`src/sv/assert_macros.svh`:
```
// assertion helpers used by the rtl
`ifndef ASSERT_MACROS_SVH
`define ASSERT_MACROS_SVH

`ifndef NO_ASSERTIONS

// checked on every rising clock edge outside reset
`define MDIO_ASSERT(lbl, clk, rst_n, prop) \
    lbl: assert property (@(posedge clk) disable iff (!rst_n) prop) \
        else $error("assertion failed");

// checked on every rising clock edge, reset included
`define MDIO_ASSERT_ALWAYS(lbl, clk, prop) \
    lbl: assert property (@(posedge clk) prop) \
        else $error("assertion failed");

`else

`define MDIO_ASSERT(lbl, clk, rst_n, prop)
`define MDIO_ASSERT_ALWAYS(lbl, clk, prop)

`endif

`endif

```
`src/sv/mdio22_pkg.sv`:
```
package mdio22_pkg;

    localparam int PREAMBLE_LENGTH = 32;
    localparam int BIT_COUNT_W     = 7;
    localparam int TOTAL_BITS      = PREAMBLE_LENGTH + 32;
    localparam int TA_INDEX        = 14;
    localparam int DATA_INDEX      = 16;

    localparam logic [BIT_COUNT_W-1:0] PREAMBLE_END = BIT_COUNT_W'(PREAMBLE_LENGTH);
    localparam logic [BIT_COUNT_W-1:0] FRAME_END    = BIT_COUNT_W'(TOTAL_BITS);
    localparam logic [BIT_COUNT_W-1:0] TA_START     = BIT_COUNT_W'(PREAMBLE_LENGTH + TA_INDEX);
    localparam logic [BIT_COUNT_W-1:0] DATA_START   = BIT_COUNT_W'(PREAMBLE_LENGTH + DATA_INDEX);

    localparam logic [7:0] HALF_PERIOD_RESET = 8'd48;

    localparam logic [1:0] FRAME_ST  = 2'b01;
    localparam logic [1:0] OP_READ   = 2'b10;
    localparam logic [1:0] OP_WRITE  = 2'b01;
    localparam logic [1:0] FRAME_TA  = 2'b10;

    typedef enum logic [1:0] {
        MODE_TICK   = 2'd0,
        MODE_START  = 2'd1,
        MODE_STATUS = 2'd2
    } mode_t;

    typedef struct packed {
        mode_t       mode;
        logic        is_write;
        logic [4:0]  phy_address;
        logic [4:0]  reg_address;
        logic [15:0] write_data;
        logic        mdio_in;
    } item_t;

    typedef struct packed {
        logic [15:0] read_data;
        logic        idle;
        logic        start_ignored;
        logic        mdc;
        logic        mdio_out;
        logic        mdio_drive;
    } result_t;

endpackage

```
`src/sv/mdio22_cfg_if.sv`:
```
interface mdio22_cfg_if;
    logic       valid;
    logic       ready;
    logic [7:0] mdc_half_period;

    modport source (output valid, output mdc_half_period, input ready);
    modport sink (input valid, input mdc_half_period, output ready);
endinterface

```
`src/sv/mdio22_req_if.sv`:
```
interface mdio22_req_if;
    logic        valid;
    logic        ready;
    logic [1:0]  mode;
    logic        is_write;
    logic [4:0]  phy_address;
    logic [4:0]  reg_address;
    logic [15:0] write_data;
    logic        mdio_in;

    modport source (output valid, output mode, output is_write, output phy_address,
                    output reg_address, output write_data, output mdio_in, input ready);
    modport sink (input valid, input mode, input is_write, input phy_address,
                  input reg_address, input write_data, input mdio_in, output ready);
endinterface

```
`src/sv/mdio22_rsp_if.sv`:
```
interface mdio22_rsp_if;
    logic        valid;
    logic        ready;
    logic [15:0] read_data;
    logic        idle;
    logic        start_ignored;
    logic        mdc;
    logic        mdio_out;
    logic        mdio_drive;

    modport source (output valid, output read_data, output idle, output start_ignored,
                    output mdc, output mdio_out, output mdio_drive, input ready);
    modport sink (input valid, input read_data, input idle, input start_ignored,
                  input mdc, input mdio_out, input mdio_drive, output ready);
endinterface

```
`src/sv/mdio22_engine.sv`:
```
module mdio22_engine
    import mdio22_pkg::*;
(
    input  logic       clk,
    input  logic       rst_n,
    input  logic       accept,
    input  item_t      item,
    input  logic [7:0] half_period,
    output result_t    result
);

    logic [31:0]            frame_shift_reg, frame_shift_next;
    logic [BIT_COUNT_W-1:0] bit_count_reg, bit_count_next;
    logic [7:0]             divider_count_reg, divider_count_next;
    logic                   mdc_level_reg, mdc_level_next;
    logic                   busy_reg, busy_next;
    logic                   read_frame_reg, read_frame_next;
    logic [15:0]            captured_reg, captured_next;

    logic [7:0] half;
    logic       ignored;
    logic       shift_in;
    logic       level;
    logic       drive;

    always_comb
    begin
        frame_shift_next   = frame_shift_reg;
        bit_count_next     = bit_count_reg;
        divider_count_next = divider_count_reg;
        mdc_level_next     = mdc_level_reg;
        busy_next          = busy_reg;
        read_frame_next    = read_frame_reg;
        captured_next      = captured_reg;
        ignored            = 1'b0;
        shift_in           = 1'b0;
        half               = (half_period == 8'd0) ? 8'd1 : half_period;

        unique case (item.mode)
            MODE_TICK:
            begin
                if (busy_reg)
                begin
                    if ({1'b0, divider_count_reg} + 9'd1 >= {1'b0, half})
                    begin
                        divider_count_next = 8'd0;
                        mdc_level_next     = !mdc_level_reg;
                        if (!mdc_level_reg)
                        begin
                            // rising mdc: bit taken, next bit presented
                            if (bit_count_reg < FRAME_END)
                            begin
                                if (bit_count_reg >= PREAMBLE_END)
                                begin
                                    shift_in = read_frame_reg && (bit_count_reg >= DATA_START)
                                               && item.mdio_in;
                                    frame_shift_next = {frame_shift_reg[30:0], shift_in};
                                end
                                bit_count_next = bit_count_reg + 1'b1;
                                if (bit_count_next >= FRAME_END && read_frame_reg)
                                begin
                                    captured_next = frame_shift_next[15:0];
                                end
                            end
                        end
                        else if (bit_count_reg >= FRAME_END)
                        begin
                            busy_next = 1'b0;
                        end
                    end
                    else
                    begin
                        divider_count_next = divider_count_reg + 8'd1;
                    end
                end
            end
            MODE_START:
            begin
                if (busy_reg)
                begin
                    ignored = 1'b1;
                end
                else
                begin
                    frame_shift_next = {FRAME_ST, item.is_write ? OP_WRITE : OP_READ,
                                        item.phy_address, item.reg_address, FRAME_TA,
                                        item.is_write ? item.write_data : 16'h0000};
                    read_frame_next    = !item.is_write;
                    bit_count_next     = '0;
                    divider_count_next = 8'd0;
                    mdc_level_next     = 1'b0;
                    busy_next          = 1'b1;
                end
            end
            default:
            begin
                // status read, no action
            end
        endcase

        level = 1'b0;
        drive = 1'b0;
        if (busy_next && bit_count_next < FRAME_END)
        begin
            if (bit_count_next < PREAMBLE_END)
            begin
                level = 1'b1;
                drive = 1'b1;
            end
            else if (!(read_frame_next && bit_count_next >= TA_START))
            begin
                level = frame_shift_next[31];
                drive = 1'b1;
            end
        end

        result.read_data     = captured_next;
        result.idle          = !busy_next;
        result.start_ignored = ignored;
        result.mdc           = mdc_level_next;
        result.mdio_out      = level;
        result.mdio_drive    = drive;
    end

    always_ff @(posedge clk or negedge rst_n)
    begin
        if (!rst_n)
        begin
            frame_shift_reg   <= '0;
            bit_count_reg     <= '0;
            divider_count_reg <= '0;
            mdc_level_reg     <= 1'b0;
            busy_reg          <= 1'b0;
            read_frame_reg    <= 1'b0;
            captured_reg      <= '0;
        end
        else if (accept)
        begin
            frame_shift_reg   <= frame_shift_next;
            bit_count_reg     <= bit_count_next;
            divider_count_reg <= divider_count_next;
            mdc_level_reg     <= mdc_level_next;
            busy_reg          <= busy_next;
            read_frame_reg    <= read_frame_next;
            captured_reg      <= captured_next;
        end
    end

endmodule

```
`src/sv/mdio_clause22_master_top.sv`:
```
// Clause 22 MDIO management master.
// req carries one item per transaction: a tick of the divider, a frame start
// (opcode, phy and register address, write data) or a status read; mdio_in is
// the pin level sampled with that item.
// rsp returns exactly one result per item: captured read data, idle, a flag
// for a start that found a frame running, and the mdc, mdio_out and
// mdio_drive pin levels after the item.
// cfg writes mdc_half_period (ticks per mdc half period, zero acts as one);
// a write takes effect at once, mid-frame too. cfg is always ready.
// The result of an item accepted at one clock edge is registered and valid
// after it. One item per cycle is sustained while rsp takes results; the frame
// state update is a single pass of logic between the state registers and the
// result register. A frame is 64 bits, 32 preamble and 32 frame bits; each mdc
// period takes 2 * mdc_half_period tick items. When rsp stalls the result is
// held and req takes one more item only once the held result is taken.
// Reset clears the frame state and captured data, sets the half period to 48
// and empties the result register.
module mdio_clause22_master_top
    import mdio22_pkg::*;
(
    input logic           clk,
    input logic           rst_n,
    mdio22_cfg_if.sink    cfg,
    mdio22_req_if.sink    req,
    mdio22_rsp_if.source  rsp
);

`include "assert_macros.svh"

    logic [7:0] half_period_reg;
    logic       rsp_valid_reg;
    result_t    rsp_data_reg;
    result_t    result_next;
    item_t      item;
    logic       accept;

    assign cfg.ready = 1'b1;
    assign req.ready = !rsp_valid_reg || rsp.ready;
    assign accept    = req.valid && req.ready;

    assign item.mode        = mode_t'(req.mode);
    assign item.is_write    = req.is_write;
    assign item.phy_address = req.phy_address;
    assign item.reg_address = req.reg_address;
    assign item.write_data  = req.write_data;
    assign item.mdio_in     = req.mdio_in;

    mdio22_engine u_engine (
        .clk         (clk),
        .rst_n       (rst_n),
        .accept      (accept),
        .item        (item),
        .half_period (half_period_reg),
        .result      (result_next)
    );

    always_ff @(posedge clk or negedge rst_n)
    begin
        if (!rst_n)
        begin
            half_period_reg <= HALF_PERIOD_RESET;
            rsp_valid_reg   <= 1'b0;
        end
        else
        begin
            if (cfg.valid)
            begin
                half_period_reg <= cfg.mdc_half_period;
            end
            if (accept)
            begin
                rsp_valid_reg <= 1'b1;
            end
            else if (rsp.ready)
            begin
                rsp_valid_reg <= 1'b0;
            end
        end
    end

    // result payload, no reset needed
    always_ff @(posedge clk)
    begin
        if (accept)
        begin
            rsp_data_reg <= result_next;
        end
    end

    assign rsp.valid         = rsp_valid_reg;
    assign rsp.read_data     = rsp_data_reg.read_data;
    assign rsp.idle          = rsp_data_reg.idle;
    assign rsp.start_ignored = rsp_data_reg.start_ignored;
    assign rsp.mdc           = rsp_data_reg.mdc;
    assign rsp.mdio_out      = rsp_data_reg.mdio_out;
    assign rsp.mdio_drive    = rsp_data_reg.mdio_drive;

    `MDIO_ASSERT(a_accept_gives_result, clk, rst_n, accept |=> rsp_valid_reg)
    `MDIO_ASSERT(a_out_needs_drive, clk, rst_n, rsp_valid_reg |-> (!rsp_data_reg.mdio_out || rsp_data_reg.mdio_drive))
    `MDIO_ASSERT(a_ignored_when_busy, clk, rst_n, rsp_valid_reg && rsp_data_reg.start_ignored |-> !rsp_data_reg.idle)
    `MDIO_ASSERT(a_idle_mdc_low, clk, rst_n, rsp_valid_reg && rsp_data_reg.idle |-> !rsp_data_reg.mdc)
    `MDIO_ASSERT_ALWAYS(a_reset_empty, clk, !rst_n |=> !rsp_valid_reg)

endmodule
```
`src/flat_wrapper.sv`:
```
// flat-port wrapper written by rule: the top's interface ports become plain ports
module mdio_clause22_master_top_flat import mdio22_pkg::*;
  (clk, rst_n, cfg_valid, cfg_mdc_half_period, cfg_ready, req_valid, req_mode, req_is_write, req_phy_address, req_reg_address, req_write_data, req_mdio_in, req_ready, rsp_valid, rsp_read_data, rsp_idle, rsp_start_ignored, rsp_mdc, rsp_mdio_out, rsp_mdio_drive, rsp_ready);
  mdio22_cfg_if cfg_i ();
  mdio22_req_if req_i ();
  mdio22_rsp_if rsp_i ();
  input logic clk;
  input logic rst_n;
  input wire logic [$bits(cfg_i.valid)-1:0] cfg_valid;
  input wire logic [$bits(cfg_i.mdc_half_period)-1:0] cfg_mdc_half_period;
  output wire logic [$bits(cfg_i.ready)-1:0] cfg_ready;
  input wire logic [$bits(req_i.valid)-1:0] req_valid;
  input wire logic [$bits(req_i.mode)-1:0] req_mode;
  input wire logic [$bits(req_i.is_write)-1:0] req_is_write;
  input wire logic [$bits(req_i.phy_address)-1:0] req_phy_address;
  input wire logic [$bits(req_i.reg_address)-1:0] req_reg_address;
  input wire logic [$bits(req_i.write_data)-1:0] req_write_data;
  input wire logic [$bits(req_i.mdio_in)-1:0] req_mdio_in;
  output wire logic [$bits(req_i.ready)-1:0] req_ready;
  output wire logic [$bits(rsp_i.valid)-1:0] rsp_valid;
  output wire logic [$bits(rsp_i.read_data)-1:0] rsp_read_data;
  output wire logic [$bits(rsp_i.idle)-1:0] rsp_idle;
  output wire logic [$bits(rsp_i.start_ignored)-1:0] rsp_start_ignored;
  output wire logic [$bits(rsp_i.mdc)-1:0] rsp_mdc;
  output wire logic [$bits(rsp_i.mdio_out)-1:0] rsp_mdio_out;
  output wire logic [$bits(rsp_i.mdio_drive)-1:0] rsp_mdio_drive;
  input wire logic [$bits(rsp_i.ready)-1:0] rsp_ready;
  assign cfg_i.valid = cfg_valid;
  assign cfg_i.mdc_half_period = cfg_mdc_half_period;
  assign cfg_ready = cfg_i.ready;
  assign req_i.valid = req_valid;
  assign req_i.mode = req_mode;
  assign req_i.is_write = req_is_write;
  assign req_i.phy_address = req_phy_address;
  assign req_i.reg_address = req_reg_address;
  assign req_i.write_data = req_write_data;
  assign req_i.mdio_in = req_mdio_in;
  assign req_ready = req_i.ready;
  assign rsp_valid = rsp_i.valid;
  assign rsp_read_data = rsp_i.read_data;
  assign rsp_idle = rsp_i.idle;
  assign rsp_start_ignored = rsp_i.start_ignored;
  assign rsp_mdc = rsp_i.mdc;
  assign rsp_mdio_out = rsp_i.mdio_out;
  assign rsp_mdio_drive = rsp_i.mdio_drive;
  assign rsp_i.ready = rsp_ready;
  mdio_clause22_master_top u_core (.clk(clk), .rst_n(rst_n), .cfg(cfg_i), .req(req_i), .rsp(rsp_i));
endmodule
```
`config.mk`:
```
export PLATFORM = sky130hd
export DESIGN_NAME = mdio_clause22_master_top_flat
export DESIGN_NICKNAME = d
export VERILOG_FILES = /design/src/sv/mdio22_pkg.sv /design/src/sv/mdio22_cfg_if.sv /design/src/sv/mdio22_req_if.sv /design/src/sv/mdio22_rsp_if.sv /design/src/sv/mdio22_engine.sv /design/src/sv/mdio_clause22_master_top.sv /design/src/flat_wrapper.sv
export VERILOG_INCLUDE_DIRS = /design/src /design/src/sv
export SDC_FILE = /design/constraint.sdc
export NUM_CORES = 1
export LEC_CHECK = 0
export BUFFER_PORTS_ARGS = -buffer_cell sky130_fd_sc_hd__buf_2
export CAP_MARGIN = 20
export CORE_AREA = 2 2 114 116
export DETAILED_ROUTE_END_ITERATION = 8
export DIE_AREA = 0 0 116 118
export PLACE_DENSITY = 0.67
export RECOVER_POWER = 100
export SLEW_MARGIN = 20
export SYNTH_ARGS = -nofsm -noshare
export SYNTH_HDL_FRONTEND = slang
export SYNTH_HIERARCHICAL = 1
export SYNTH_SLANG_ARGS = --single-unit
```
`constraint.sdc`:
```
create_clock -name clk -period 4.7 [get_ports clk]
set_clock_uncertainty 0.2 [all_clocks]
set_input_delay 0.235 -clock clk [delete_from_list [all_inputs] [get_ports clk]]
set_output_delay 0.235 -clock clk [all_outputs]
set_load 0.005 [all_outputs]
```
; Word level (Yosys, flattened, before mapping)
; Index checks and enable logic that the tools add are counted.
[classes]
n_addsub = 3
n_mul = 0
n_div = 0
magnitude_cmp = 9
n_eq_ne = 7
shift = 0
n_mux = 44
n_bitwise = 0
reduce_logical = 18
[ops]
columns = operator, count
row1 = 2-to-1 mux 32 bit, 6
row2 = 2-to-1 mux 16 bit, 7
row3 = one-hot mux 32 bit (2 select lines), 1
row4 = 2-to-1 mux 7 bit, 5
row5 = 2-to-1 mux 8 bit, 4
row6 = greater-or-equal comparator 7 x 6 -> 1 bit (second input constant), 3
row7 = 2-to-1 mux 1 bit, 16
row8 = one-hot mux 8 bit (2 select lines), 1
row9 = greater-or-equal comparator 7 bit (second input constant), 2
row10 = less-than comparator 7 bit (second input constant), 2
row11 = one-hot mux 7 bit (2 select lines), 1
row12 = inequality test 2 bit (second input constant), 6
row13 = adder 8 x 1 -> 9 bit (second input constant), 1
row14 = greater-or-equal comparator 9 x 8 -> 1 bit, 1
row15 = adder 8 x 1 -> 8 bit (second input constant), 1
row16 = zero test 8 bit, 1
row17 = AND reduction 8 bit, 1
row18 = adder 7 x 1 -> 7 bit (second input constant), 1
row19 = less-than comparator 7 x 6 -> 1 bit (second input constant), 1
row20 = AND reduction 7 bit, 1
row21 = logical AND 1 bit, 6
row22 = zero test 1 bit, 4
row23 = one-hot mux 1 bit (2 select lines), 2
row24 = AND reduction 4 bit, 1
row25 = 5 further kinds, 6
[totals]
ff_bits = 96
latchBits = 0
ram_bits = 0
rom_bits = 0
output_inout_bits = 24
wordCells = 98
n_memories = 0

; Depth between registers and ports, before layout
[logic_depth]
word_depth = 11
depth_mapped = 13
mapped_depth_nobuf = 11

; Cells and area by module
; The synthesis kept the hierarchy.
[by_module_without_submodules]
columns = mod, instances, cells_each, area_per_inst_um2, seq_area_each_um2
row1 = mdio22_engine, 1, 454, 3901.2, 1651.6
row2 = mdio_clause22_master_top, 1, 44, 1019.7, 858.3

; Worst setup path before layout
; Ideal clock, no wire load.
[synth_path]
kind = register to register
startpoint = register u_core.u_engine.divider_count_reg[2]
endpoint = register u_core.rsp_data_reg, in the netlist u_core/rsp.mdio_out (data pin)
setup_time_ps = 251
arrival_ps = 2891
path_slack_ps = 1358
path_stages_with_launch = 14
synth_period_minus_slack_ps = 3342
cell_sequence = dfrtp_1 -> and4_1 -> nand4_1 -> xnor2_1 -> ha_1 -> and3_1 -> nand3_1 -> o211a_2 -> buf_6 -> nor4b_4 -> mux2i_1 -> a2111oi_2 -> o32ai_1 -> buf_4
[synth_via]
elab_chain_cells = 9
word_cells_on_any_way = 18
cone_classes = add/sub (1) / order compare (4) / mux (11) / reduce/logical (2)
[synth_rtl]
columns = item, line_no
row1 = "start, declared", mdio22_engine.sv:14  ; logic [7:0] divider_count_reg, divider_count_next;
row2 = "start signal, assigned", mdio22_engine.sv:141  ; divider_count_reg <= divider_count_next;
row3 = adder 8 x 1 -> 9 bit *, mdio22_engine.sv:44  ; if ({1'b0, divider_count_reg} + 9'd1 >= {1'b0, half})
row4 = greater-or-equal comparator 9 x 8 -> 1 bit *, mdio22_engine.sv:44
row5 = 2-to-1 mux 7 bit, mdio22_engine.sv:44
row6 = 2-to-1 mux 7 bit, mdio22_engine.sv:42  ; if (busy_reg)
row7 = one-hot mux 7 bit (2 select lines), mdio22_engine.sv:39  ; unique case (item.mode)
row8 = greater-or-equal comparator 7 x 6 -> 1 bit, mdio22_engine.sv:110  ; else if (!(read_frame_next && bit_count_next >= TA_START))
row9 = logical AND 1 bit, mdio22_engine.sv:110
row10 = 2-to-1 mux 1 bit, mdio22_engine.sv:110
row11 = 2-to-1 mux 1 bit, mdio22_engine.sv:105  ; if (bit_count_next < PREAMBLE_END)
row12 = "end signal, assigned", mdio_clause22_master_top.sv:86  ; rsp_data_reg <= result_next;
row13 = "end, declared", mdio_clause22_master_top.sv:32  ; result_t rsp_data_reg;
; Every way passes the cells marked *; elsewhere a longest branch is shown, timed or not. The select of a mux whose other input is x is not followed.
; A chain may end at the register's enable or synchronous reset.

; Worst setup path in the final report
[layout_path]
startpoint = register u_core.u_engine.divider_count_reg[3]
endpoint = register u_core.rsp_data_reg, in the netlist u_core/rsp.mdio_out (data pin)
; The elaborated chain is that of the path after synthesis.

==> qor.txt <==
number of antenna diodes: 0
Worst Setup Path Type: register to register
Root Buffer: clkbuf_16
worst skew pair latency: 0.34 ns
failing checks: max-capacitance violations, max-slew violations
power density cells: 370.3 nW/um^2
syn_area_per_cell: 9.881 sq um
Core Area: 12410 sq um
Final Util: 46.56%
placed cell count: 708
final worst slack: 0.7098 ns
drt wl/cell: 14.75 microns
gr usage total: 16.91%
die area: 13690 sq um
unrepaired setup endpoints after global routing: false
startpoint types: register
ys flop type: dfrtp_1
critical path capture point type: register
register area share after synthesis: 51.00%
Internal: 1.550 mW
vias in the first global route: 3698
hold slack final: 0.004269 ns
post-layout min period: 3.990 ns
first-pass GRT wire length: 18390 microns
post-route cell area: 5781 sq um
Req. time, crit path: 4.58 ns
post-synth top area share: 37.12%
die height: 118 microns
Post-Syn Area: 4921 sq um
drt drc: 0
crit path DAT: 3.87 ns
initial DRC count: 322
Via-to-Cell Ratio: 5.209
Slew @ Worst Pin: 1.904 ns
fin. max-slew vios: 115
largest net degree at the start of global routing: 76
Final Cycle Share: 84.90%
Slew HR: -26.91%
area leader, netlist: dfrtp_1
Post-synth EDFFs: 21
WL final: 10990 microns
Worst R2R Start: u_core/u_engine/divider_count_reg[3]
Clock power frac: 37.0%
sequential power share: 46.9%
clk buf depth: 2
CTS tree: done
initial antenna violation count: 0
placed cell area: 5353 sq um
Worst Hold Class: primary input to register
top-level I/O count: 67
Largest register FFs: 32
DR vias: 3881
# nets final: 624
CP startpoint: u_core/u_engine/divider_count_reg[3]
Worst-path clk slew: 0.07 ns
Die W: 116 microns
HPWL Detailed: 7475 microns
Antenna Nets Post-Route: 0
CTS buffer count: 9
share of layout cells above drive strength 1: 14.31%
async set-or-reset flop fraction in the synthesized netlist: 78.13%
register bit total from synthesis: 96
post-CTS setup repair buffer count: 0
setup TNS: 0 ns
Area growth, synth to finish: 17.47%
placer's final routability congestion estimate: 0.8821
clock sinks: 96
Max Fclk: 0.2506 GHz
synthesized instance count: 498
DRT Pass-1 Iters: 5
H-tree level count: 3
GRT overflow: 0
static leakage: 2.434 nW
top fanout value on the critical path: 33
Synth Warn #: 6
Max VDD drop: 0.2604 mV
syn nets: 554
row count: 41
Max Cap Violations: 2
status: finished, violations left
setup violators final: 0
dpl ws: 0.9065 ns
final non-filler cell total: 745
Comb pwr share: 16.1%
switch share: 27.58%
starting density of the core: 39.64%
Yosys cell types: 58
Synth area leaders: dfrtp_1, edfxtp_1, nand2_1
HP Start: req_write_data[4]
Tot Pwr: 2.141 mW
Switch Pwr: 0.5905 mW
port bufs: 65
Final Hold Vio Count: 0
[power by group through the flow]
| stage | registers [mW] | logic [mW] | clock network [mW] |
|---|---|---|---|
| finish | 1.00 | 0.345 | 0.792 |
| global placement | 1.02 | 0.340 | 0 |
| detailed placement | 1.02 | 0.349 | 0 |
| CTS | 1.00 | 0.365 | 0.814 |
| floorplan | 0.993 | 0.272 | 0 |
| global route | 1.01 | 0.392 | 0.851 |
[critical path, stage by stage, from the launching register on]
cell      delay (ns)
dfrtp_1         0.43
and4_1          0.27
nand4_1         0.12
xnor2_1         0.23
ha_1            0.28
and3_1          0.18
a221oi_1        0.35
o211a_1         0.48
nor4_1          0.10
clkbuf_2        0.42
mux2_2          0.42
a21oi_1         0.14
o32ai_1         0.09
[Yosys cell counts, types with 4 or more instances]
master / number
nor3_1: 6
mux2_4: 8
ha_1: 13
buf_4: 5
a22oi_1: 25
xnor2_1: 5
mux2i_1: 17
a21o_1: 4
nand3_1: 6
dfrtp_1: 73
edfxtp_1: 21
nor2_1: 32
nand2_1: 81
clkbuf_1: 20
o21ai_0: 59
buf_2: 6
inv_1: 15
and2_1: 4
a21oi_1: 31
nand2b_1: 14
[per-layer routing]
metal  vias up  track usage [%]  share of wire [%]
met5         -                0                  0
met4         0            5.060                1.9
met3        14            4.480                6.1
met2       137            24.56                 44
met1      1831            24.72                 48
li1       1899                -                  -
[worst paths after layout]
path | to | slack, ns | depth (start not counted)
worst min-delay path | u_core/u_engine/frame_shift_reg[4] | 0.004 | 3
worst max register to register | u_core/rsp.mdio_out | 0.71 | 12
max in group asynchronous | u_core/u_engine/captured_reg[0] | 2.46 | 2
worst min register to register | u_core/u_engine/captured_reg[14] | 0.28 | 2
worst max-delay path | u_core/rsp.mdio_out | 0.71 | 12
min in group asynchronous | u_core/u_engine/frame_shift_reg[25] | 0.74 | 2
[cell usage in the layout (no fill, tap or decap), drive strengths merged, types with 4 or more instances in the layout]
cell type     n
nand2        81
dfrtp        73
o21ai        59
buf          55
nor2         32
a21oi        31
a22oi        25
clkbuf       25
dlygate4sd3  21
edfxtp       21
inv          18
mux2i        17
nand2b       14
ha           13
mux2         11
nand3         6
nor3          6
xnor2         5
a21o          4
and2          4
[area by class of cell]
type,instances,area (sq um)
Multi-Input combinational cell,353,2113
Sequential cell,96,2510
Clock inverter,7,98.84
Fill cell,1196,6634
Timing Repair Buffer,92,558.0
Clock buffer,9,225.2
Tap cell,172,215.2
Inverter,16,60.06
[timing repair]
action | CTS | global route
hold buffers | 21 | 0
hold endpoints to repair | 92 | 0
gates resized for setup | 0 | 0
setup endpoints to repair | 0 | 0
[logic make-up (layout without fill, tap and decap cells)]
| logic type | count (synthesis) | count (layout) | synth area share [%] |
|---|---|---|---|
| simple gates | 164 | 164 | 15.82 |
| compound gates | 140 | 140 | 17.39 |
| flops | 96 | 96 | 51.00 |
| buf+inv | 49 | 124 | 4.577 |
| mux | 28 | 28 | 6.585 |
| fa+ha+maj | 13 | 13 | 3.305 |
| xor+xnor | 7 | 7 | 1.246 |
| other cells | 1 | 1 | 0.07620 |
(Power assumes the default switching activity.)
